File: src/hw/rtl/dfam_pkg.sv
// ----------------------------------------------------------------------------
// dfam_pkg
// Shared types, constants and the sine table generator for the modulator.
// ----------------------------------------------------------------------------
package dfam_pkg;

  localparam int unsigned CfgIdxBits = 2;
  localparam int unsigned CfgDataBits = 32;
  localparam int unsigned QueueDepth = 4;

  localparam int unsigned RomBits = 15;
  localparam int unsigned FullScale = 32767;
  localparam int unsigned FmRound = 16383;
  localparam int unsigned AmRound = 1073709056;
  localparam int unsigned HalfPiQ30 = 1686629713;

  typedef enum logic [CfgIdxBits-1:0] {
    CfgBaseIncrement  = 2'd0,
    CfgAmplitudeScale = 2'd1,
    CfgMode           = 2'd2
  } cfg_idx_e;

  typedef enum logic {
    ModeFm = 1'b0,
    ModeAm = 1'b1
  } mode_e;

  // rounded quarter-wave entry, sine by a q30 series up to x^15
  function automatic logic [RomBits-1:0] sine_entry(input int unsigned k,
                                                    input int unsigned addr_bits);
    logic [63:0]        x;
    logic [63:0]        term;
    logic [63:0]        mag;
    logic signed [63:0] sum;
    x = (64'(k) * 64'(HalfPiQ30)) >> addr_bits;
    term = x;
    sum = signed'(x);
    for (int n = 1; n <= 7; n++) begin
      term = (term * x) >> 30;
      term = (term * x) >> 30;
      case (n)
        1: term = term / 64'd6;
        2: term = term / 64'd20;
        3: term = term / 64'd42;
        4: term = term / 64'd72;
        5: term = term / 64'd110;
        6: term = term / 64'd156;
        7: term = term / 64'd210;
        default: term = term;
      endcase
      if (n % 2 == 1) begin
        sum = sum - signed'(term);
      end else begin
        sum = sum + signed'(term);
      end
    end
    if (sum < 0) begin
      sum = 0;
    end
    if (sum > 64'sd1073741824) begin
      sum = 64'sd1073741824;
    end
    mag = (unsigned'(sum) * 64'(FullScale) + 64'd536870912) >> 30;
    return mag[RomBits-1:0];
  endfunction

endpackage

File: src/hw/rtl/dfam_queue.sv
// ----------------------------------------------------------------------------
// dfam_queue
// Small register queue between the phase front end and the output pipeline.
// ----------------------------------------------------------------------------
module dfam_queue
  import dfam_pkg::*;
#(
  parameter int unsigned Width = 8,
  parameter int unsigned Depth = 4
) (
  input  logic             clk_i,
  input  logic             rst_ni,
  input  logic             push_i,
  input  logic [Width-1:0] data_i,
  output logic             full_o,
  input  logic             pop_i,
  output logic [Width-1:0] data_o,
  output logic             empty_o
);

  localparam int unsigned PtrBits = (Depth > 1) ? $clog2(Depth) : 1;
  localparam int unsigned CntBits = $clog2(Depth + 1);

  logic [Width-1:0]   mem_q [Depth];
  logic [PtrBits-1:0] wr_ptr_q, wr_ptr_d;
  logic [PtrBits-1:0] rd_ptr_q, rd_ptr_d;
  logic [CntBits-1:0] count_q, count_d;
  logic               do_push;
  logic               do_pop;

  assign full_o  = (count_q == CntBits'(Depth));
  assign empty_o = (count_q == '0);
  assign data_o  = mem_q[rd_ptr_q];
  assign do_push = push_i && !full_o;
  assign do_pop  = pop_i && !empty_o;

  always_comb begin
    wr_ptr_d = wr_ptr_q;
    rd_ptr_d = rd_ptr_q;
    count_d  = count_q;
    if (do_push) begin
      wr_ptr_d = (wr_ptr_q == PtrBits'(Depth - 1)) ? '0 : wr_ptr_q + 1'b1;
    end
    if (do_pop) begin
      rd_ptr_d = (rd_ptr_q == PtrBits'(Depth - 1)) ? '0 : rd_ptr_q + 1'b1;
    end
    if (do_push && !do_pop) begin
      count_d = count_q + 1'b1;
    end else if (do_pop && !do_push) begin
      count_d = count_q - 1'b1;
    end
  end

  always_ff @(posedge clk_i or negedge rst_ni) begin
    if (!rst_ni) begin
      wr_ptr_q <= '0;
      rd_ptr_q <= '0;
      count_q  <= '0;
    end else begin
      wr_ptr_q <= wr_ptr_d;
      rd_ptr_q <= rd_ptr_d;
      count_q  <= count_d;
    end
  end

  always_ff @(posedge clk_i) begin
    if (do_push) begin
      mem_q[wr_ptr_q] <= data_i;
    end
  end

endmodule

File: config.mk
export PLATFORM = sky130hd
export DESIGN_NAME = dfam_queue
export DESIGN_NICKNAME = d
export VERILOG_FILES = /design/src/hw/rtl/dfam_pkg.sv /design/src/hw/rtl/dfam_queue.sv
export SDC_FILE = /design/constraint.sdc
export NUM_CORES = 1
export LEC_CHECK = 0
export BUFFER_PORTS_ARGS = -buffer_cell sky130_fd_sc_hd__buf_2
export CAP_MARGIN = 20
export CELL_PAD_IN_SITES_DETAIL_PLACEMENT = 1
export CELL_PAD_IN_SITES_GLOBAL_PLACEMENT = 2
export CORE_ASPECT_RATIO = 1.25
export CORE_MARGIN = 2
export CORE_UTILIZATION = 45
export DETAILED_ROUTE_END_ITERATION = 10
export MAX_ROUTING_LAYER = met4
export PLACE_DENSITY_LB_ADDON = 0.1
export SYNTH_ARGS = -nofsm -noshare
export SYNTH_HDL_FRONTEND = slang
export SYNTH_SLANG_ARGS = --single-unit
File: constraint.sdc
create_clock -name clk_i -period 5.9 [get_ports clk_i]
set_clock_uncertainty 0.05 [all_clocks]
set_input_delay 0.295 -clock clk_i [delete_from_list [all_inputs] [get_ports clk_i]]
set_output_delay 0.295 -clock clk_i [all_outputs]
set_load 0.005 [all_outputs]
==> reports/results.md, run 1 <==
| Group | Result | This run |
| --- | --- | --- |
| outcome | Result of the run | complete, no violations |
| cts | Clock slew seen by the registers of the worst setup and hold paths | 0.07 ns |
| die | Die span in y | 71.09 um |
| placement | Final estimated routing congestion in global placement | 0.6897 |
| placement | Port Buffer Count | 21 |
| logic synthesis | Average instance area after synthesis | 20.51 um^2 |
| timing | Max Transition Viols Final | 0 |
| cts | Deepest level of the CTS H-tree | 2 |
| critical path | Biggest cell delay along the critical path | 0.42 ns |
| die | Count of standard-cell rows | 24 |
| routing | Routed via count | 753 |
| placement | Cell area reported after detailed placement | 1754 um^2 |
| cts | Maximum buffer depth of the clock tree | 2 |
| die | Initial standard-cell utilization of the core | 0.4652 |
| grt | Pin count of the biggest net entering global routing | 12 |
| routing | Post-DRT Antenna Nets | 0 |
| critical path | R2R setup slack | 3.76 ns |
| critical path | Slowest stage cell, crit path | dfrtp_1 |
| timing | Post-route clock period utilization | 0.3634 |
| timing | Slew at the pin closest to its max-slew limit | 0.6000 ns |
| logic synthesis | Combined area of all synthesized cells | 1620 um^2 |
| worst hold path | Kind of path behind the tightest hold check | input port to flip-flop |
| power | Switching power | 259.3 uW |
| logic synthesis | Number of standard cells after synthesis | 79 |
| cells and area | Total non-filler cell area in the finished layout | 1854 um^2 |
| cts | Total setup buffers inserted after CTS | 0 |
| power | Switching fraction of total power | 0.2929 |
| power | Pwr dens | 477.5 nW/um^2 |
| power | Maximum resistive drop on vdd | 0.0002603 V |
| critical path | Cell chain of the critical path | nor3b_4 -> nor2b_2 -> ha_1 -> inv_1 -> fa_1 -> xor2_1 -> nor2_1 -> xor2_1 |
| logic synthesis | Warning count from the yosys run | 0 |
| cts | Number of buffers added by the clock tree synthesis step | 5 |
| grt | Global-route wire length before repair | 4153 um |
| critical path | Worst reg2reg path depth | 8 |
| cts | Clock insertion delay at the later pin of the skew report | 0.28 ns |
| routing | Starting DRC count in detailed routing | 19 |
| logic synthesis | Mapped Nets | 98 |
| power | Leakage component of the power | 0.7037 nW |
| routing | Average vias per placed instance | 5.193 |
| logic synthesis | #FFs+latches synth | 39 |
| die | Number of placed I/O pins | 22 |
| logic synthesis | Distinct cell type count of the synthesized netlist | 19 |
| critical path | Most used cell, CP | xor2_1 |
| power | Combinational power share | 0.298 |
| critical path | Kind of start point of the critical path | flip-flop |
| worst hold path | Worst hold path depth | 1 |
| cells and area | Final std cells w/o fill | 145 |
| timing | Final Hold Slack | 0.1730 ns |
| die | Area enclosed by the die boundary | 4100 um^2 |
| timing | Final worst path period need | 2.144 ns |
| die | Horizontal extent of the die | 57.67 um |
| critical path | Kind of critical path | flip-flop to flip-flop |
| cells and area | Ratio of cells with drive above 1 in the final layout | 0.4434 |
| timing | Total count of hold-check failures in the final report | 0 |
| critical path | Req. time, crit path | 6.06 ns |
| cts | TritonCTS clock tree | yes |
| routing | DRC violation count after routing | 0 |
| critical path | Critical Path Sink Type | flip-flop |
| cells and area | Diodes inserted | 0 |
| timing | Final setup violation count | 0 |
| critical path | Largest fanout on the critical path | 7 |
| routing | Detailed Route WL | 2539 um |
| timing | Setup repair after global routing missed its margin | no |
| die | Core region area | 3483 um^2 |
| grt | Initial antenna violation count | 0 |
| grt | Global-route congestion overflow total | 0 |
| flow run | Max-capacitance violation count | 0 |
| timing | FMAX | 0.4663 GHz |
| timing | Final total negative setup slack | 0 ns |
| cells and area | Final Net Count | 124 |
| routing | Wire per inst | 17.51 um |
| grt | Vias in the first global route | 807 |
| power | Part of the total power dissipated in sequential elements | 0.499 |
| critical path | Arr. time, crit path | 2.30 ns |
| placement | Number of cells in the design after placement | 136 |
| cts | Root Driver | clkbuf_8 |
| power | Clock power share | 0.203 |
| cells and area | Layout overhead on the synthesized area | 14.44% |
| grt | Total routing usage reported by global routing | 0.1509 |
| timing | Worst-case headroom to the max-slew limit | 0.6000 |
| routing | Iteration count of the initial detailed-routing pass | 4 |
| placement | Post-DP HPWL | 1804 um |
| logic synthesis | Share of synthesized area occupied by flip-flops and latches | 0.7012 |
| power | Internal power consumption | 626.1 uW |
| cts | Clock net sink count | 39 |
==> worst paths after layout <==
path / endpoint / start
setup / recovery: count_q[2] / count_q[2]
hold / removal: mem_q[3][7] / data_i[7]
setup reg to reg: count_q[2] / count_q[2]
hold reg to reg: count_q[2] / count_q[2]
max in group asynchronous: wr_ptr_q[1] / rst_ni
min in group asynchronous: count_q[2] / rst_ni
==> critical path, delay by kind of cell, from the launching register on <==
| family | cells | cell delay, ns |
|---|---|---|
| xor gates and xnor gates | 2 | 0.32 |
| adders and majority gates | 2 | 0.63 |
| buffers and inverters | 1 | 0.06 |
| DFF | 1 | 0.42 |
| and+or+nand+nor | 3 | 0.60 |
==> cell type report <==
cell class,count,area [um^2]
repair buffers,22,115.1
clock inverters,1,3.754
fillers,323,1629
inverters,3,11.26
flip-flops and latches,39,1136
clock buffers,7,86.33
well taps,39,48.80
multi-input cells,34,452.9
==> cells in the final DEF, fill, tap and decap left out, types with 3 or more instances in the layout <==
master	instances
ha_1	6
mux4_2	8
dfrtp_1	7
nor2_1	3
mux2_2	3
edfxtp_1	32
buf_2	21
inv_1	3
clkbuf_8	6
and2_2	4
==> sequential cells by signal, indices dropped and copies added, names as in the netlist <==
register	cells
count_q	3
wr_ptr_q	2
mem_q	32
rd_ptr_q	2
==> metrics by stage <==
step                      worst slack [ns]  utilization  power (mW)
after floorplan                      3.912            -      0.6281
after global placement               3.837       0.5036      0.7076
after detailed placement             3.745       0.5036      0.7193
after CTS                            3.721       0.5323      0.9012
after global routing                 3.623       0.5323      0.9478
final                                3.756       0.5323      0.8854
==> Yosys cell counts (all sizes together) <==
library cell  instances  share of area
dfrtp                 7           0.11
fa                    1          0.012
nor2                  3         0.0069
inv                   3         0.0069
nand2b                1         0.0085
nor3                  1         0.0031
xor2                  2          0.011
ha                    6          0.046
xnor2                 1         0.0054
and2                  4          0.019
nor2b                 1         0.0054
edfxtp               32           0.59
nor3b                 1          0.012
mux4                  8           0.11
mux2                  5          0.039
buf                   3          0.012
==> cell families (layout without fill, tap and decap cells) <==
kind of cell,after synthesis,count (layout),synth area share
multiplexers,13,13,0.1506
XOR/XNOR,3,3,0.01622
buffers and inverters,6,33,0.01930
AND/OR/NAND/NOR,11,11,0.05405
flip-flops,39,39,0.7012
adder cells (fa/ha/maj),7,7,0.05869
==> layer usage <==
metal,GRT usage,routed length (um),up-vias
met2,0.2298,1273,23
met1,0.1802,1078,375
li1,-,-,350
met5,-,0,-
met3,0.06216,143,5
met4,0.05426,44,0
==> power groups by stage <==
stage	clock [mW]	sequential, mW	combinational, mW
floorplan	0	0.407	0.221
global placement	0	0.444	0.263
detailed placement	0	0.451	0.268
CTS	0.184	0.447	0.271
global route	0.197	0.454	0.297
finish	0.179	0.442	0.264
==> what timing repair did <==
action	4_1_cts	5_1_grt
endpoints found under the hold margin	7	0
resized for setup	0	0
hold buffers	1	0
(Power assumes the default switching activity.)
==> run 2: changes to the inputs <==
ABC_AREA = 1   (was not set)
CORE_UTILIZATION = 34   (was 45)
clock period = 1.78 ns   (was 5.9 ns; I/O delays follow)
==> run 2 against run 1 <==
  * Via count up 62%
  * Largest cell class unchanged
  * Worst setup slack worse by 3.7 ns
  * Highest routed layer unchanged
  * Core utilization down 9.4 points
  * Sequential cell count unchanged
  * Register-to-register slack worse by 3.7 ns
==> reports/results.md, run 2 <==
| Group | Result | This run |
| --- | --- | --- |
| logic synthesis | Share of synthesized area occupied by flip-flops and latches | 0.6458 |
| timing | Final worst path period need | 1.715 ns |
| cts | Deepest level of the CTS H-tree | 2 |
| logic synthesis | Post-Synth Adder-Cell Area | 0.05405 |
| grt | Global-route wire length before repair | 6065 um |
| routing | Wire per inst | 14.01 um |
| logic synthesis | Leading cell types by count after synthesis | nand2_1 (38), edfxtp_1 (32), inv_1 (31) |
| die | Number of placed I/O pins | 22 |
| cells and area | Area occupied by multi-input gates | 481.7 um^2 |
| logic synthesis | Most used standard cell by instance count after synthesis | nand2_1 |
| logic synthesis | Number of standard cells after synthesis | 154 |
| cells and area | Most frequent standard cell in the layout excluding fill and tap cells | nand2_1 |
| logic synthesis | Mapped Nets | 173 |
| worst hold path | Kind of path behind the tightest hold check | input port to flip-flop |
| cts | Maximum buffer depth of the clock tree | 2 |
| power | Maximum resistive drop on vdd | 0.0006661 V |
| cts | TritonCTS clock tree | yes |
| grt | Initial antenna violation count | 0 |
| routing | Post-DRT Antenna Nets | 0 |
| power | Part of the total power dissipated in sequential elements | 0.399 |
| cells and area | Largest register FFs | 32 |
| cells and area | Diodes inserted | 0 |
| die | Core region area | 5044 um^2 |
| timing | Worst-case headroom to the max-slew limit | 0.7763 |
| die | Initial standard-cell utilization of the core | 0.3488 |
| cts | Clock slew seen by the registers of the worst setup and hold paths | 0.07 ns |
| logic synthesis | Dominant combinational cell family by area after synthesis | simple AND/OR/NAND/NOR gates |
| grt | Vias in the first global route | 1277 |
| cts | Clock net sink count | 39 |
| routing | Routed via count | 1218 |
| cts | Clock insertion delay at the later pin of the skew report | 0.28 ns |
| power | Combinational power share | 0.436 |
| timing | FMAX | 0.5831 GHz |
| placement | Worst-case setup slack after placement | -0.09568 ns |
| die | Area enclosed by the die boundary | 5769 um^2 |
| routing | Average vias per placed instance | 4.596 |
| grt | Pin count of the biggest net entering global routing | 20 |
| logic synthesis | Top FF cell, synth | edfxtp_1 |
| outcome | Result of the run | complete, no violations |
| power | Internal power consumption | 2.119 mW |
| critical path | Kind of start point of the critical path | flip-flop |
| logic synthesis | Synth area leader | edfxtp_1 |
| timing | Total count of hold-check failures in the final report | 0 |
| critical path | Critical Path Sink Type | flip-flop |
| cells and area | Register ranked first by flip-flop count | mem_q |
| logic synthesis | Post-synthesis async set-or-reset flop share | 0.1795 |
| logic synthesis | Count of flip-flops with a built-in enable after synthesis | 32 |
| timing | Max Transition Viols Final | 0 |
| logic synthesis | Share of cell area taken by muxes after synthesis | 0 |
| logic synthesis | Xor/xnor share of the synthesized area | 0.004979 |
| cells and area | Layout overhead on the synthesized area | 25.68% |
| cells and area | Final Net Count | 221 |
| logic synthesis | Average instance area after synthesis | 11.42 um^2 |
| logic synthesis | Top cells by area in the synthesized netlist | edfxtp_1 (55%), dfrtp_1 (10%), nand2_1 (8.1%) |
| power | Pwr dens | 1502 nW/um^2 |
| die | Die span in y | 84.42 um |
| cells and area | Fillcell total | 577 |
| critical path | Req. time, crit path | 1.90 ns |
| cells and area | Flip-flop and latch area | 1136 um^2 |
| logic synthesis | Distinct cell type count of the synthesized netlist | 16 |
| die | Horizontal extent of the die | 68.34 um |
| logic synthesis | Share of Yosys cell area claimed by the top area cell type | 0.5462 |
| critical path | Kind of critical path | flip-flop to flip-flop |
| timing | Post-route clock period utilization | 0.9635 |
| critical path | Largest fanout on the critical path | 3 |
| critical path | Arr. time, crit path | 1.84 ns |
| grt | Global-route congestion overflow total | 0 |
| timing | Final setup violation count | 0 |
| cts | Root Driver | clkbuf_8 |
| grt | Total routing usage reported by global routing | 0.1514 |
| logic synthesis | Warning count from the yosys run | 0 |
| timing | Slew at the pin closest to its max-slew limit | 0.3352 ns |
| placement | Port Buffer Count | 21 |
| power | Switching power | 1.201 mW |
| routing | DRC violation count after routing | 0 |
| routing | Detailed Route WL | 3712 um |
| logic synthesis | Combined area of all synthesized cells | 1759 um^2 |
| placement | Final estimated routing congestion in global placement | 0.6662 |
| timing | Setup slack after layout | 0.06501 ns |
| power | Switching fraction of total power | 0.3618 |
| flow run | Max-capacitance violation count | 0 |
| logic synthesis | Complex-gate fraction of the synthesized area | 0.07397 |
| cells and area | Ratio of cells with drive above 1 in the final layout | 0.2759 |
| logic synthesis | Synthesized-area fraction occupied by and/or/nand/nor cells | 0.1209 |
| cts | Number of buffers added by the clock tree synthesis step | 5 |
| cells and area | Core Util, Final | 0.4384 |
| timing | Final total negative setup slack | 0 ns |
| routing | Iteration count of the initial detailed-routing pass | 4 |
| die | Count of standard-cell rows | 29 |
| cells and area | Registers with the highest flip-flop counts | mem_q x32, count_q x3 |
| cells and area | Highest-count cells in the layout ignoring fill and taps | nand2_1 (36), edfxtp_1 (32), inv_1 (27), buf_2 (21), buf_4 (16) |
| logic synthesis | #FFs+latches synth | 39 |
| power | Leakage component of the power | 0.9870 nW |
| placement | Post-DP HPWL | 2645 um |
| routing | Starting DRC count in detailed routing | 19 |
| power | Clock power share | 0.165 |
-- run 2: cell count changes after synthesis, moves of 3 or more --
cell / change
and2_2: -4
inv_1: +28
nand2_1: +38
mux2_2: -3
mux4_2: -8
nor2_1: +3
nand3_1: +7
buf_6: +4
o211ai_1: +15
-- run 2: cells by family after synthesis --
family	count (synthesis)
and+or+nand+nor	53
DFF	39
buffers and inverters	37
AOI/OAI and AO/OA	17
adders and majority gates	7
xor gates and xnor gates	1
-- run 2: final timing paths --
path | slack (ns) | end | cells after the start | startpoint
setup / recovery | 0.07 | count_q[2] | 10 | count_q[2]
hold / removal | 0.03 | wr_ptr_q[0] | 3 | push_i
setup reg to reg | 0.07 | count_q[2] | 10 | count_q[2]
hold reg to reg | 0.49 | wr_ptr_q[1] | 2 | wr_ptr_q[1]
max in group asynchronous | 1.40 | rd_ptr_q[0] | 2 | rst_ni
min in group asynchronous | 0.12 | wr_ptr_q[1] | 2 | rst_ni
-- run 2: area by class of cell --
type                    instances  area share
flip-flops and latches         39      0.5139
multi-input cells              78      0.2179
repair buffers                 46      0.1426
inverters                      32     0.05433
well taps                      62     0.03509
clock buffers                   6     0.03282
clock inverters                 2    0.003396
-- run 2: repair_timing --
item                                   in CTS  in global routing
pin swaps                                   2                  5
endpoints found under the hold margin      39                  0
setup endpoints to repair                   2                  2
setup buffers                               2                  3
gates resized for setup                     6                  6
hold buffers                                9                  0
-- run 2: power groups by stage --
stage	clock network, mW	registers (mW)	logic, mW
floorplan	0	1.33	0.876
global placement	0	1.34	1.26
detailed placement	0	1.35	1.33
CTS	0.572	1.33	1.40
global route	0.618	1.35	1.67
finish	0.548	1.33	1.45
-- run 2: per-stage QoR --
step	area, um^2	hold WS [ns]	cells	power (mW)
finish	2211	0.03257	265	3.321
detailed placement	1968	-0.1098	243	2.674
floorplan	1759	-0.2566	154	2.206
CTS	2168	0.02309	262	3.301
global placement	1968	-0.1106	243	2.599
global route	2211	0.02664	265	3.638
-- run 2: routing by layer --
layer / vias up / share of wire / track usage
li1: 599 / - / -
met1: 589 / 0.38 / 0.1582
met2: 24 / 0.57 / 0.2727
met3: 6 / 0.035 / 0.04021
met4: 0 / 0.012 / 0.03818
met5: - / 0 / -
-- run 2: worst max-delay path, cell delays in order (launching register included) --
cell	delay (ns)
dfrtp_1	0.41
inv_2	0.08
nand3_2	0.09
nand2_2	0.10
ha_4	0.14
inv_2	0.05
fa_2	0.36
inv_1	0.07
nand2_1	0.09
nand4_1	0.11
nand2_1	0.07
