File: src/hw/rtl/dfam_pkg.sv
// ----------------------------------------------------------------------------
// dfam_pkg
// Shared types, constants and the sine table generator for the modulator.
// ----------------------------------------------------------------------------
package dfam_pkg;

  localparam int unsigned CfgIdxBits = 2;
  localparam int unsigned CfgDataBits = 32;
  localparam int unsigned QueueDepth = 4;

  localparam int unsigned RomBits = 15;
  localparam int unsigned FullScale = 32767;
  localparam int unsigned FmRound = 16383;
  localparam int unsigned AmRound = 1073709056;
  localparam int unsigned HalfPiQ30 = 1686629713;

  typedef enum logic [CfgIdxBits-1:0] {
    CfgBaseIncrement  = 2'd0,
    CfgAmplitudeScale = 2'd1,
    CfgMode           = 2'd2
  } cfg_idx_e;

  typedef enum logic {
    ModeFm = 1'b0,
    ModeAm = 1'b1
  } mode_e;

  // rounded quarter-wave entry, sine by a q30 series up to x^15
  function automatic logic [RomBits-1:0] sine_entry(input int unsigned k,
                                                    input int unsigned addr_bits);
    logic [63:0]        x;
    logic [63:0]        term;
    logic [63:0]        mag;
    logic signed [63:0] sum;
    x = (64'(k) * 64'(HalfPiQ30)) >> addr_bits;
    term = x;
    sum = signed'(x);
    for (int n = 1; n <= 7; n++) begin
      term = (term * x) >> 30;
      term = (term * x) >> 30;
      case (n)
        1: term = term / 64'd6;
        2: term = term / 64'd20;
        3: term = term / 64'd42;
        4: term = term / 64'd72;
        5: term = term / 64'd110;
        6: term = term / 64'd156;
        7: term = term / 64'd210;
        default: term = term;
      endcase
      if (n % 2 == 1) begin
        sum = sum - signed'(term);
      end else begin
        sum = sum + signed'(term);
      end
    end
    if (sum < 0) begin
      sum = 0;
    end
    if (sum > 64'sd1073741824) begin
      sum = 64'sd1073741824;
    end
    mag = (unsigned'(sum) * 64'(FullScale) + 64'd536870912) >> 30;
    return mag[RomBits-1:0];
  endfunction

endpackage

File: src/hw/rtl/dfam_if.sv
// ----------------------------------------------------------------------------
// dfam channel interfaces
// Sample tick requests, result samples and configuration writes.
// ----------------------------------------------------------------------------
interface dfam_in_if;
  logic               valid;
  logic               ready;
  logic               restart;
  logic signed [23:0] freq_offset;
  logic [15:0]        level;

  modport source (output valid, restart, freq_offset, level, input ready);
  modport sink (input valid, restart, freq_offset, level, output ready);
endinterface


File: src/hw/rtl/dfam_front.sv
// ----------------------------------------------------------------------------
// dfam_front
// Phase accumulator: takes sample ticks, folds the phase to a table index
// and quadrant sign, and advances the phase by the base step plus, in FM mode, the offset.
// ----------------------------------------------------------------------------
module dfam_front
  import dfam_pkg::*;
#(
  parameter int unsigned SineAddrBits = 10,
  parameter int unsigned PhaseBits    = 32,
  parameter int unsigned EntryBits    = SineAddrBits + 19
) (
  input  logic                 clk_i,
  input  logic                 rst_ni,
  dfam_in_if.sink              in_ch,
  input  logic [31:0]          base_increment_i,
  input  mode_e                mode_i,
  output logic                 push_o,
  output logic [EntryBits-1:0] entry_o,
  input  logic                 full_i
);

  logic [PhaseBits-1:0]    phase_q, phase_d;
  logic [PhaseBits-1:0]    phase_cur;
  logic [1:0]              quadrant;
  logic [SineAddrBits-1:0] addr;
  logic [SineAddrBits:0]   rom_idx;
  logic [63:0]             step;

  assign in_ch.ready = !full_i;
  assign push_o      = in_ch.valid && !full_i;

  assign phase_cur = in_ch.restart ? '0 : phase_q;
  assign quadrant  = phase_cur[PhaseBits-1 -: 2];
  assign addr      = phase_cur[PhaseBits-3 -: SineAddrBits];

  // odd quadrants read the table mirrored
  assign rom_idx = quadrant[0] ? ((SineAddrBits+1)'(1) << SineAddrBits) - {1'b0, addr}
                               : {1'b0, addr};

  always_comb begin
    step = {32'd0, base_increment_i};
    if (mode_i == ModeFm) begin
      step = step + {{40{in_ch.freq_offset[23]}}, in_ch.freq_offset};
    end
    phase_d = phase_cur + step[PhaseBits-1:0];
  end

  assign entry_o = {quadrant[1], rom_idx, mode_i, in_ch.level};

  always_ff @(posedge clk_i or negedge rst_ni) begin
    if (!rst_ni) begin
      phase_q <= '0;
    end else if (push_o) begin
      phase_q <= phase_d;
    end
  end

endmodule

File: src/flat_wrapper.sv
// flat-port wrapper written by rule: the top's interface ports become plain ports
module dfam_front_flat import dfam_pkg::*;
#(
  parameter int unsigned SineAddrBits = 10,
  parameter int unsigned PhaseBits    = 32,
  parameter int unsigned EntryBits    = SineAddrBits + 19
)
  (clk_i, rst_ni, base_increment_i, mode_i, push_o, entry_o, full_i, in_ch_valid, in_ch_restart, in_ch_freq_offset, in_ch_level, in_ch_ready);
  dfam_in_if in_ch_i ();
  input  logic clk_i;
  input  logic rst_ni;
  input  logic [31:0] base_increment_i;
  input  mode_e mode_i;
  output logic push_o;
  output logic [EntryBits-1:0] entry_o;
  input  logic full_i;
  input wire logic [$bits(in_ch_i.valid)-1:0] in_ch_valid;
  input wire logic [$bits(in_ch_i.restart)-1:0] in_ch_restart;
  input wire logic [$bits(in_ch_i.freq_offset)-1:0] in_ch_freq_offset;
  input wire logic [$bits(in_ch_i.level)-1:0] in_ch_level;
  output wire logic [$bits(in_ch_i.ready)-1:0] in_ch_ready;
  assign in_ch_i.valid = in_ch_valid;
  assign in_ch_i.restart = in_ch_restart;
  assign in_ch_i.freq_offset = in_ch_freq_offset;
  assign in_ch_i.level = in_ch_level;
  assign in_ch_ready = in_ch_i.ready;
  dfam_front #(.SineAddrBits(SineAddrBits), .PhaseBits(PhaseBits), .EntryBits(EntryBits)) u_core (.clk_i(clk_i), .rst_ni(rst_ni), .in_ch(in_ch_i), .base_increment_i(base_increment_i), .mode_i(mode_i), .push_o(push_o), .entry_o(entry_o), .full_i(full_i));
endmodule
File: config.mk
export PLATFORM = sky130hd
export DESIGN_NAME = dfam_front_flat
export DESIGN_NICKNAME = d
export VERILOG_FILES = /design/src/hw/rtl/dfam_pkg.sv /design/src/hw/rtl/dfam_if.sv /design/src/hw/rtl/dfam_front.sv /design/src/flat_wrapper.sv
export SDC_FILE = /design/constraint.sdc
export NUM_CORES = 1
export LEC_CHECK = 0
export BUFFER_PORTS_ARGS = -buffer_cell sky130_fd_sc_hd__buf_2
export CAP_MARGIN = 0
export CORE_UTILIZATION = 35
export CTS_CLUSTER_SIZE = 30
export DETAILED_ROUTE_END_ITERATION = 10
export GPL_ROUTABILITY_DRIVEN = 0
export GPL_TIMING_DRIVEN = 0
export PLACE_DENSITY = 0.57
export SYNTH_ARGS = -nofsm -noshare
export SYNTH_HDL_FRONTEND = slang
export SYNTH_SLANG_ARGS = --single-unit
export TNS_END_PERCENT = 100
File: constraint.sdc
create_clock -name clk_i -period 3.75 [get_ports clk_i]
set_input_delay 0.75 -clock clk_i [delete_from_list [all_inputs] [get_ports clk_i]]
set_output_delay 0.75 -clock clk_i [all_outputs]
set_load 0.1 [all_outputs]
==> results.json, run 1 <==
{
  "cap_violations": 0,
  "dp_hpwl_um": 11200,
  "max_stage_delay_ps": 400,
  "critPathKind": "in2reg",
  "synth_top_cell_by_area": "ha_1",
  "routedWlPerCell_um": 15.4,
  "drv_slew": 0,
  "n_antenna_cell": 0,
  "ys_seq_area_share_pct": 16.0,
  "final_core_util_pct": 48.0,
  "finalHoldViolations": 0,
  "cp_common_cell": "buf_4",
  "cts.sinks": 32,
  "clk_latency_ps": 280,
  "violations": "setup timing",
  "area_delta_synth_final_pct": 33.6,
  "grt_use_met3_pct": 2.35,
  "start_util_pct": 36.0,
  "finClkSkew_ps": 4.70,
  "endpoint_kind": "flop",
  "crit_arrival_ps": 5010,
  "synth-simple-area-share_pct": 19.8,
  "cts_buffers": 5,
  "grt_pass1_wl_um": 23900,
  "die_height_um": 121,
  "critPathTopFamily": "compound AO/OA/AOI/OAI gates",
  "regMostFlops": "u_core.phase_q",
  "netlist-cell-type-count": 52,
  "synth_seq_cells": 32,
  "muxShareOfSynthArea_pct": 1.53,
  "layout-drive-gt1-share_pct": 31.3,
  "cp_max_fo": 5,
  "vdd_drop_max_mv": 0.204,
  "dpl_cell_area_um2": 5790,
  "synth_edf_count": 0,
  "core_area_um2": 13900,
  "fmax_mhz": 205,
  "row_count": 43,
  "tightest_slew_ps": 819,
  "synth_nets": 807,
  "num_vias": 5326,
  "worstPathRequired_ps": 3890,
  "grt_overflow": 0,
  "synth_compound_area_share_pct": 29.0,
  "busiest_layer": "met2",
  "setup_slack_ps": -1120,
  "io_buffers": 92,
  "worst_path_max_delay_cell": "ha_1",
  "yosys.area_share.adder_pct": 17.3,
  "setup_viol": 18,
  "syn_area_per_cell_um2": 7.55,
  "nets": 945,
  "hold_path.class": "reg2reg",
  "drtPass1Iterations": 4,
  "grt_max_degree": 33,
  "synth_top_family_by_area": "compound AO/OA/AOI/OAI gates",
  "cp_num_buf_inv": 6,
  "first_iter_violations": 190,
  "cts_tree": "yes",
  "status": "finished with violations",
  "antenna_found_initial": 0,
  "yosysWarnings": 0,
  "synthTopCellsByCount": "nand2_1, o21ai_0, ha_1",
  "largest_reg_flops": 32,
  "power_density_nw_per_um2": 536,
  "synth_xor_area_share_pct": 11.0,
  "power.leakage_nw": 3.21,
  "detail-route-antenna-nets": 0,
  "vias_per_cell": 5.43,
  "period_share_pct": 130,
  "cp-start-kind": "input port",
  "grt_usage_pct": 20.3,
  "syn_area_um2": 4990,
  "slew_headroom_pct": 45.4,
  "whs_ps": 473,
  "synth_cells": 661,
  "min_period_ps": 4870,
  "synth.most_common_cell": "nand2_1",
  "yosys.area.top_type_share_pct": 16.5,
  "cts.path.max_buffers": 2,
  "h-tree-depth": 2,
  "async_flop_share_pct": 100,
  "cts_root_buf": "clkbuf_16",
  "first_global_vias": 5091,
  "grtUsageMet1_pct": 26.0,
  "clk_pin_slew_ps": 50,
  "die_x_um": 121,
  "synth_area_leaders": "ha_1, dfrtp_1, o21ai_0",
  "grt_util_met2_pct": 35.5,
  "rsz0062_at_grt": "true",
  "top_regs": "u_core.phase_q (32)",
  "finalWirelength_um": 15100,
  "fin_area_um2": 6670,
  "ctsHoldBuffers": 0,
  "drc": 0,
  "num_io_pins": 109,
  "die_area_um2": 14700,
  "ys.flop_type": "dfrtp_1"
}
area by class of cell:
class	count	area (um^2)
Buffer	36	214
Sequential cell	32	801
Timing Repair Buffer	132	800
Inverter	16	60.1
Clock buffer	8	146
Multi-Input combinational cell	576	4420
Fill cell	1387	7210
Tap cell	180	225
stage by stage:
stage                     worst slack [ps]  setup TNS (ps)  cells  power (mW)
after floorplan                       -848           -8560    661        2.30
after global placement               -1670          -22480    933        2.67
after detailed placement             -1750          -23910    933        2.70
after CTS                            -1190          -14870    958        3.28
after global routing                 -1330          -18440    980        3.83
final                                -1120          -14450    980        3.58
power by group:
group / leakage (nW) / internal (mW) / switching [mW] / total (mW)
registers: 0.395 / 0.488 / 0.100 / 0.589
logic: 2.74 / 1.01 / 1.56 / 2.57
clock network: 0.0712 / 0.265 / 0.155 / 0.420
repair_timing:
action | in CTS | in global routing
gates resized for setup | 37 | 71
endpoints found under the setup margin | 23 | 26
pin swaps | 23 | 44
buffers inserted | 17 | 25
path summary, 6_finish.rpt:
kind	from	end	slack [ps]	cells past startpoint
max	base_increment_i[0]	u_core.phase_q[22]$_DFFE_PN0P_	-1120	25
min	u_core.phase_q[1]$_DFFE_PN0P_	u_core.phase_q[1]$_DFFE_PN0P_	470	2
max reg2reg	u_core.phase_q[0]$_DFFE_PN0P_	u_core.phase_q[30]$_DFFE_PN0P_	630	14
min reg2reg	u_core.phase_q[1]$_DFFE_PN0P_	u_core.phase_q[1]$_DFFE_PN0P_	470	2
max in group asynchronous	rst_ni	u_core.phase_q[31]$_DFFE_PN0P_	2670	1
min in group asynchronous	rst_ni	u_core.phase_q[27]$_DFFE_PN0P_	560	1
layout by cell type (no fill, tap or decap), types with 27 or more instances in the layout:
cell and n:
a21o_1 34, a21oi_1 37, buf_2 91, buf_4 51, dfrtp_1 32, ha_1 54
nand2_1 87, nor2_1 27, nor2b_1 34, o21ai_0 45, o21ai_1 27, xor2_1 29
worst register-to-register path: cells and delay by family, from the launching register on:
family          cells  cell delay, ps
simple gates        2             330
buf+inv             1             140
flops               1             370
compound gates      8            1330
fa+ha+maj           2             620
xor+xnor            1             190
cell families after synthesis:
kind of cell | count (synthesis)
buf+inv | 53
flops | 32
xor+xnor | 61
fa+ha+maj | 68
mux | 7
compound gates | 233
simple gates | 207
layer usage:
metal  wire length [um]  part of all wire, %
met5                  0                    0
met4                255                  1.7
met3                589                  3.9
met2               7490                   50
met1               6780                   45
No activity file was read; power rests on OpenSTA's default activity.
==> run 2: changes to the inputs <==
Settings changed: CORE_UTILIZATION 35 to 50, PLACE_DENSITY 0.57 to 0.76.
==> results.json, run 2 (synthesized netlist as in run 1, its figures left out) <==
{
  "status": "finished with violations",
  "violations": "setup timing",
  "grt_max_degree": 33,
  "io_buffers": 92,
  "power_mw": 3.63,
  "dp_slack_ps": -1750,
  "drtPass1Iterations": 5,
  "grt_overflow": 0,
  "drv_slew": 0,
  "h-tree-depth": 2,
  "power_density_nw_per_um2": 545,
  "drc": 0,
  "max_stage_delay_ps": 380,
  "clk_latency_ps": 290,
  "dpl_cell_area_um2": 5730,
  "sw_frac_of_total_pct": 52.2,
  "num_io_pins": 109,
  "first_iter_violations": 316,
  "slew_headroom_pct": 47.3,
  "grt_usage_pct": 28.7,
  "cts_buffers": 5,
  "power.leakage_nw": 3.22,
  "row_count": 36,
  "mostFrequentLayoutCells": "buf_2, nand2_1, ha_1",
  "period_share_pct": 135,
  "clk_pin_slew_ps": 80,
  "clock_power_share_pct": 10.4,
  "crit_arrival_ps": 5220,
  "cts_tree": "yes",
  "layout-drive-gt1-share_pct": 32.7,
  "setup_slack_ps": -1310,
  "cap_violations": 0,
  "reg2reg_from": "u_core.phase_q[0]$_DFFE_PN0P_",
  "setup_viol": 21,
  "num-fill-cells": 780,
  "routedWlPerCell_um": 16.9,
  "finalWirelength_um": 15600,
  "fmax_mhz": 198,
  "min_period_ps": 5060,
  "vias_per_cell": 6.07,
  "finalHoldViolations": 0,
  "tightest_slew_ps": 790,
  "worst_path_max_delay_cell": "ha_2",
  "cts_root_buf": "clkbuf_8",
  "regMostFlops": "u_core.phase_q",
  "min_from": "u_core.phase_q[1]$_DFFE_PN0P_",
  "die_x_um": 102,
  "intPower_mw": 1.74,
  "die_area_um2": 10400,
  "crit_chain": "buf_2 > ha_2 > o211ai_1 > o21a_2 > a211o_1 > a21boi_1 > o21ai_0 > nand2b_1 > a31oi_1 > xor2_1 > o21ai_0 > ha_1 > inv_1 > nor2_1 > o21ai_2 > o21bai_2 > a21oi_2 > a31oi_4 > a211oi_4 > a31oi_1 > xnor2_1 > o21ai_1",
  "area_delta_synth_final_pct": 33.6,
  "critPathLaunch": "base_increment_i[4]",
  "largest_reg_flops": 32,
  "num_vias": 5629,
  "switchingPower_mw": 1.90,
  "top_regs": "u_core.phase_q (32)",
  "final_common_cell": "buf_2",
  "finClkSkew_ps": 7.30,
  "endpoint_kind": "flop",
  "cts.sinks": 32,
  "combinationalPowerShare_pct": 73.3,
  "multi_input_comb_area_um2": 4540,
  "cp-start-kind": "input port",
  "worstPathRequired_ps": 3910,
  "core_area_um2": 9730,
  "ctsHoldBuffers": 0,
  "seqPwrFrac_pct": 16.4,
  "first_global_vias": 5286,
  "final_cell_count_no_fill": 928,
  "place_inst": 886,
  "fin_area_um2": 6670,
  "whs_ps": 476,
  "antenna_found_initial": 0,
  "cts.path.max_buffers": 2,
  "hold_path.class": "reg2reg",
  "critPathKind": "in2reg",
  "rsz0062_at_grt": "true",
  "detail-route-antenna-nets": 0,
  "start_util_pct": 51.3,
  "die_height_um": 102,
  "vdd_drop_max_mv": 0.391,
  "grt_pass1_wl_um": 23800,
  "nets": 940,
  "n_antenna_cell": 0,
  "ff_latch_area_um2": 801,
  "cp_max_fo": 4,
  "dp_hpwl_um": 10800
}
-- run 2: cell count changes in the layout (fill, tap and decap cells not counted), moves of 4 or more --
cell	change
ha_2	-4
o21ai_1	-4
clkbuf_16	-5
a21oi_1	-4
buf_4	-5
clkbuf_8	+6
-- run 2: area by class of cell --
cell class	instances	share of cell area [%]
clock inverter	1	0.450
inverter	16	0.901
buffer	35	2.98
multi-input combinational	576	68.0
clock buffer	7	1.44
sequential	32	12.0
tap	133	2.50
timing repair buffer	128	11.7
-- run 2: power by group through the flow --
stage | sequential (mW) | clock, mW | combinational, mW
2_1_floorplan | 0.563 | 0 | 1.74
3_3_place_gp | 0.586 | 0 | 2.05
3_5_place_dp | 0.593 | 0 | 2.11
4_1_cts | 0.587 | 0.377 | 2.34
5_1_grt | 0.609 | 0.389 | 2.85
6_report | 0.594 | 0.377 | 2.66
-- run 2: critical path: cells and delay by family --
kind / cells / cell delay (ps)
fa+ha+maj: 2 / 730
simple gates: 2 / 310
xor+xnor: 2 / 430
compound gates: 14 / 2690
buf+inv: 2 / 320
-- run 2: layer usage --
layer	vias to the layer above	wire length [um]	global-route usage [%]
met1	2669	6130	34.3
met3	59	989	3.69
met4	0	503	11.4
met5	-	0	0
li1	2637	-	-
met2	264	8020	52.1
-- run 2: path summary, 6_finish.rpt --
kind	slack, ps	depth (start not counted)	to
hold / removal	480	2	u_core.phase_q[1]$_DFFE_PN0P_
setup / recovery	-1310	22	u_core.phase_q[30]$_DFFE_PN0P_
min in group asynchronous	540	1	u_core.phase_q[31]$_DFFE_PN0P_
max in group asynchronous	2710	1	u_core.phase_q[5]$_DFFE_PN0P_
setup reg to reg	510	13	u_core.phase_q[30]$_DFFE_PN0P_
hold reg to reg	480	2	u_core.phase_q[1]$_DFFE_PN0P_
-- run 2: stage by stage --
step           TNS, ps  util, %
5_1_grt         -19160     68.5
3_3_place_gp    -20660     58.9
3_5_place_dp    -23160     58.9
2_1_floorplan    -8560        -
6_report        -14460     68.5
4_1_cts         -12600     64.5
-- run 2: what timing repair did --
item,CTS,global route
resized for setup,51,79
buffers inserted,26,15
setup endpoints to repair,21,24
pin swaps,39,46
cloned,0,0
==> run 3: changes to the inputs <==
Settings changed: MAX_ROUTING_LAYER set to met4, SLEW_MARGIN set to 10.
==> results.json, run 3 (synthesized netlist as in run 1, its figures left out) <==
{
  "cap_violations": 0,
  "cp_max_fo": 4,
  "critPathTopFamily": "compound AO/OA/AOI/OAI gates",
  "min_from": "u_core.phase_q[1]$_DFFE_PN0P_",
  "setup_slack_ps": -1300,
  "grt_overflow": 0,
  "mostFrequentLayoutCells": "buf_2, nand2_1, ha_1",
  "ctsHoldBuffers": 0,
  "violations": "setup timing",
  "start_util_pct": 51.3,
  "rr_endpoint": "u_core.phase_q[30]$_DFFE_PN0P_",
  "core_area_um2": 9730,
  "cp_num_buf_inv": 2,
  "setup_tns_ps": -14240,
  "cts_root_buf": "clkbuf_8",
  "endpoint_kind": "flop",
  "hold_end": "u_core.phase_q[1]$_DFFE_PN0P_",
  "power_density_nw_per_um2": 543,
  "clk_pin_slew_ps": 70,
  "hold_path.class": "reg2reg",
  "finalWirelength_um": 15300,
  "vias_per_cell": 6.00,
  "cts_tree": "yes",
  "cp-start-kind": "input port",
  "largest_reg_flops": 32,
  "grt_max_degree": 33,
  "first_iter_violations": 351,
  "nets": 940,
  "period_share_pct": 135,
  "max_stage_delay_ps": 380,
  "rsz0062_at_grt": "true",
  "drtPass1Iterations": 5,
  "layout-drive-gt1-share_pct": 31.6,
  "r2r_slack_ps": 430,
  "slew_headroom_pct": 47.2,
  "holdPathStages": 2,
  "grt_pass1_wl_um": 23800,
  "h-tree-depth": 2,
  "die_x_um": 102,
  "finClkSkew_ps": 10.1,
  "die_height_um": 102,
  "final_cell_count_no_fill": 928,
  "fmax_mhz": 198,
  "status": "finished with violations",
  "die_area_um2": 10400,
  "routedWlPerCell_um": 16.5,
  "worstPathRequired_ps": 3910,
  "final_common_cell": "buf_2",
  "clk_latency_ps": 290,
  "first_global_vias": 5292,
  "crit_arrival_ps": 5200,
  "row_count": 36,
  "setup_viol": 21,
  "place_inst": 886,
  "antenna_found_initial": 0,
  "drc": 0,
  "cts.path.max_buffers": 2,
  "drv_slew": 0,
  "power.leakage_nw": 3.20,
  "reg2reg_from": "u_core.phase_q[0]$_DFFE_PN0P_",
  "tightest_slew_ps": 791,
  "finalHoldViolations": 0,
  "detail-route-antenna-nets": 0,
  "io_buffers": 92,
  "regMostFlops": "u_core.phase_q",
  "num_io_pins": 109,
  "cts_buffers": 5,
  "area_delta_synth_final_pct": 32.8,
  "dp_hpwl_um": 10800,
  "critPathKind": "in2reg",
  "grt_usage_pct": 29.5,
  "vdd_drop_max_mv": 0.390,
  "reg2regPathDepth": 13,
  "min_period_ps": 5050,
  "top_regs": "u_core.phase_q (32)",
  "crit_chain": "buf_2 > ha_2 > o211ai_1 > o21a_2 > a211o_1 > a21boi_1 > o21ai_0 > nand2b_1 > a31oi_1 > xor2_1 > o21ai_0 > ha_1 > inv_1 > nor2_1 > o21ai_0 > o21bai_1 > a21oi_2 > a31oi_4 > a211oi_4 > a31oi_1 > xnor2_1 > o21ai_1",
  "cts.sinks": 32,
  "cp_common_cell": "o21ai_0",
  "worst_path_max_delay_cell": "ha_2",
  "critPathLaunch": "base_increment_i[4]",
  "n_antenna_cell": 0,
  "num_vias": 5565
}
## run 3: cell counts in the layout (fill, tap and decap cells not counted)
No cell type changed its count.
## run 3: final cells by class
cell class,count,area (um^2)
Multi-Input combinational cell,576,4500
Tap cell,133,166
Inverter,16,60.1
Sequential cell,32,801
Clock buffer,7,96.3
Timing Repair Buffer,128,777
Buffer,35,199
Fill cell,787,3100
Clock inverter,1,30.0
## run 3: per-stage QoR
step	instance area (um^2)	hold slack, ps	total power, mW	util [%]	setup slack [ps]
finish	6630	476	3.60	68.1	-1300
global route	6630	498	3.83	68.1	-1530
detailed placement	5730	460	2.71	58.9	-1750
global placement	5730	452	2.64	58.9	-1620
CTS	6280	476	3.30	64.5	-1080
floorplan	5100	438	2.30	-	-848
## run 3: tightest hold or removal path, delay by kind of cell (launching register included)
| family | cells | cell delay, ps |
|---|---|---|
| flip-flops | 1 | 340 |
| AND/OR/NAND/NOR | 2 | 110 |
## run 3: routing by layer
layer / GRT usage [%] / vias up / share of wire, %
met5: - / - / 0
met4: 11.4 / 0 / 2.3
met3: 3.49 / 47 / 5.6
met2: 52.1 / 230 / 51
met1: 34.2 / 2647 / 41
li1: - / 2641 / -
## run 3: report_power, final
part / internal (mW) / switching (mW)
Combinational: 1.01 / 1.62
Sequential: 0.487 / 0.105
Clock: 0.235 / 0.141
Total: 1.73 / 1.87
## run 3: worst max path at each step
stage               slack, ps                             end  depth (start not counted)
floorplan                -850  u_core.phase_q[30]$_DFFE_PN0P_                         22
global placement        -1620  u_core.phase_q[30]$_DFFE_PN0P_                         23
detailed placement      -1750  u_core.phase_q[30]$_DFFE_PN0P_                         23
CTS                     -1080  u_core.phase_q[31]$_DFFE_PN0P_                         23
global route            -1530  u_core.phase_q[30]$_DFFE_PN0P_                         22
finish                  -1300  u_core.phase_q[30]$_DFFE_PN0P_                         22
## run 3: repair_timing
action	4_1_cts	5_1_grt
endpoints found under the setup margin	21	24
pin swaps	39	43
resized for setup	51	67
setup buffers	26	14
hold endpoints to repair	0	0
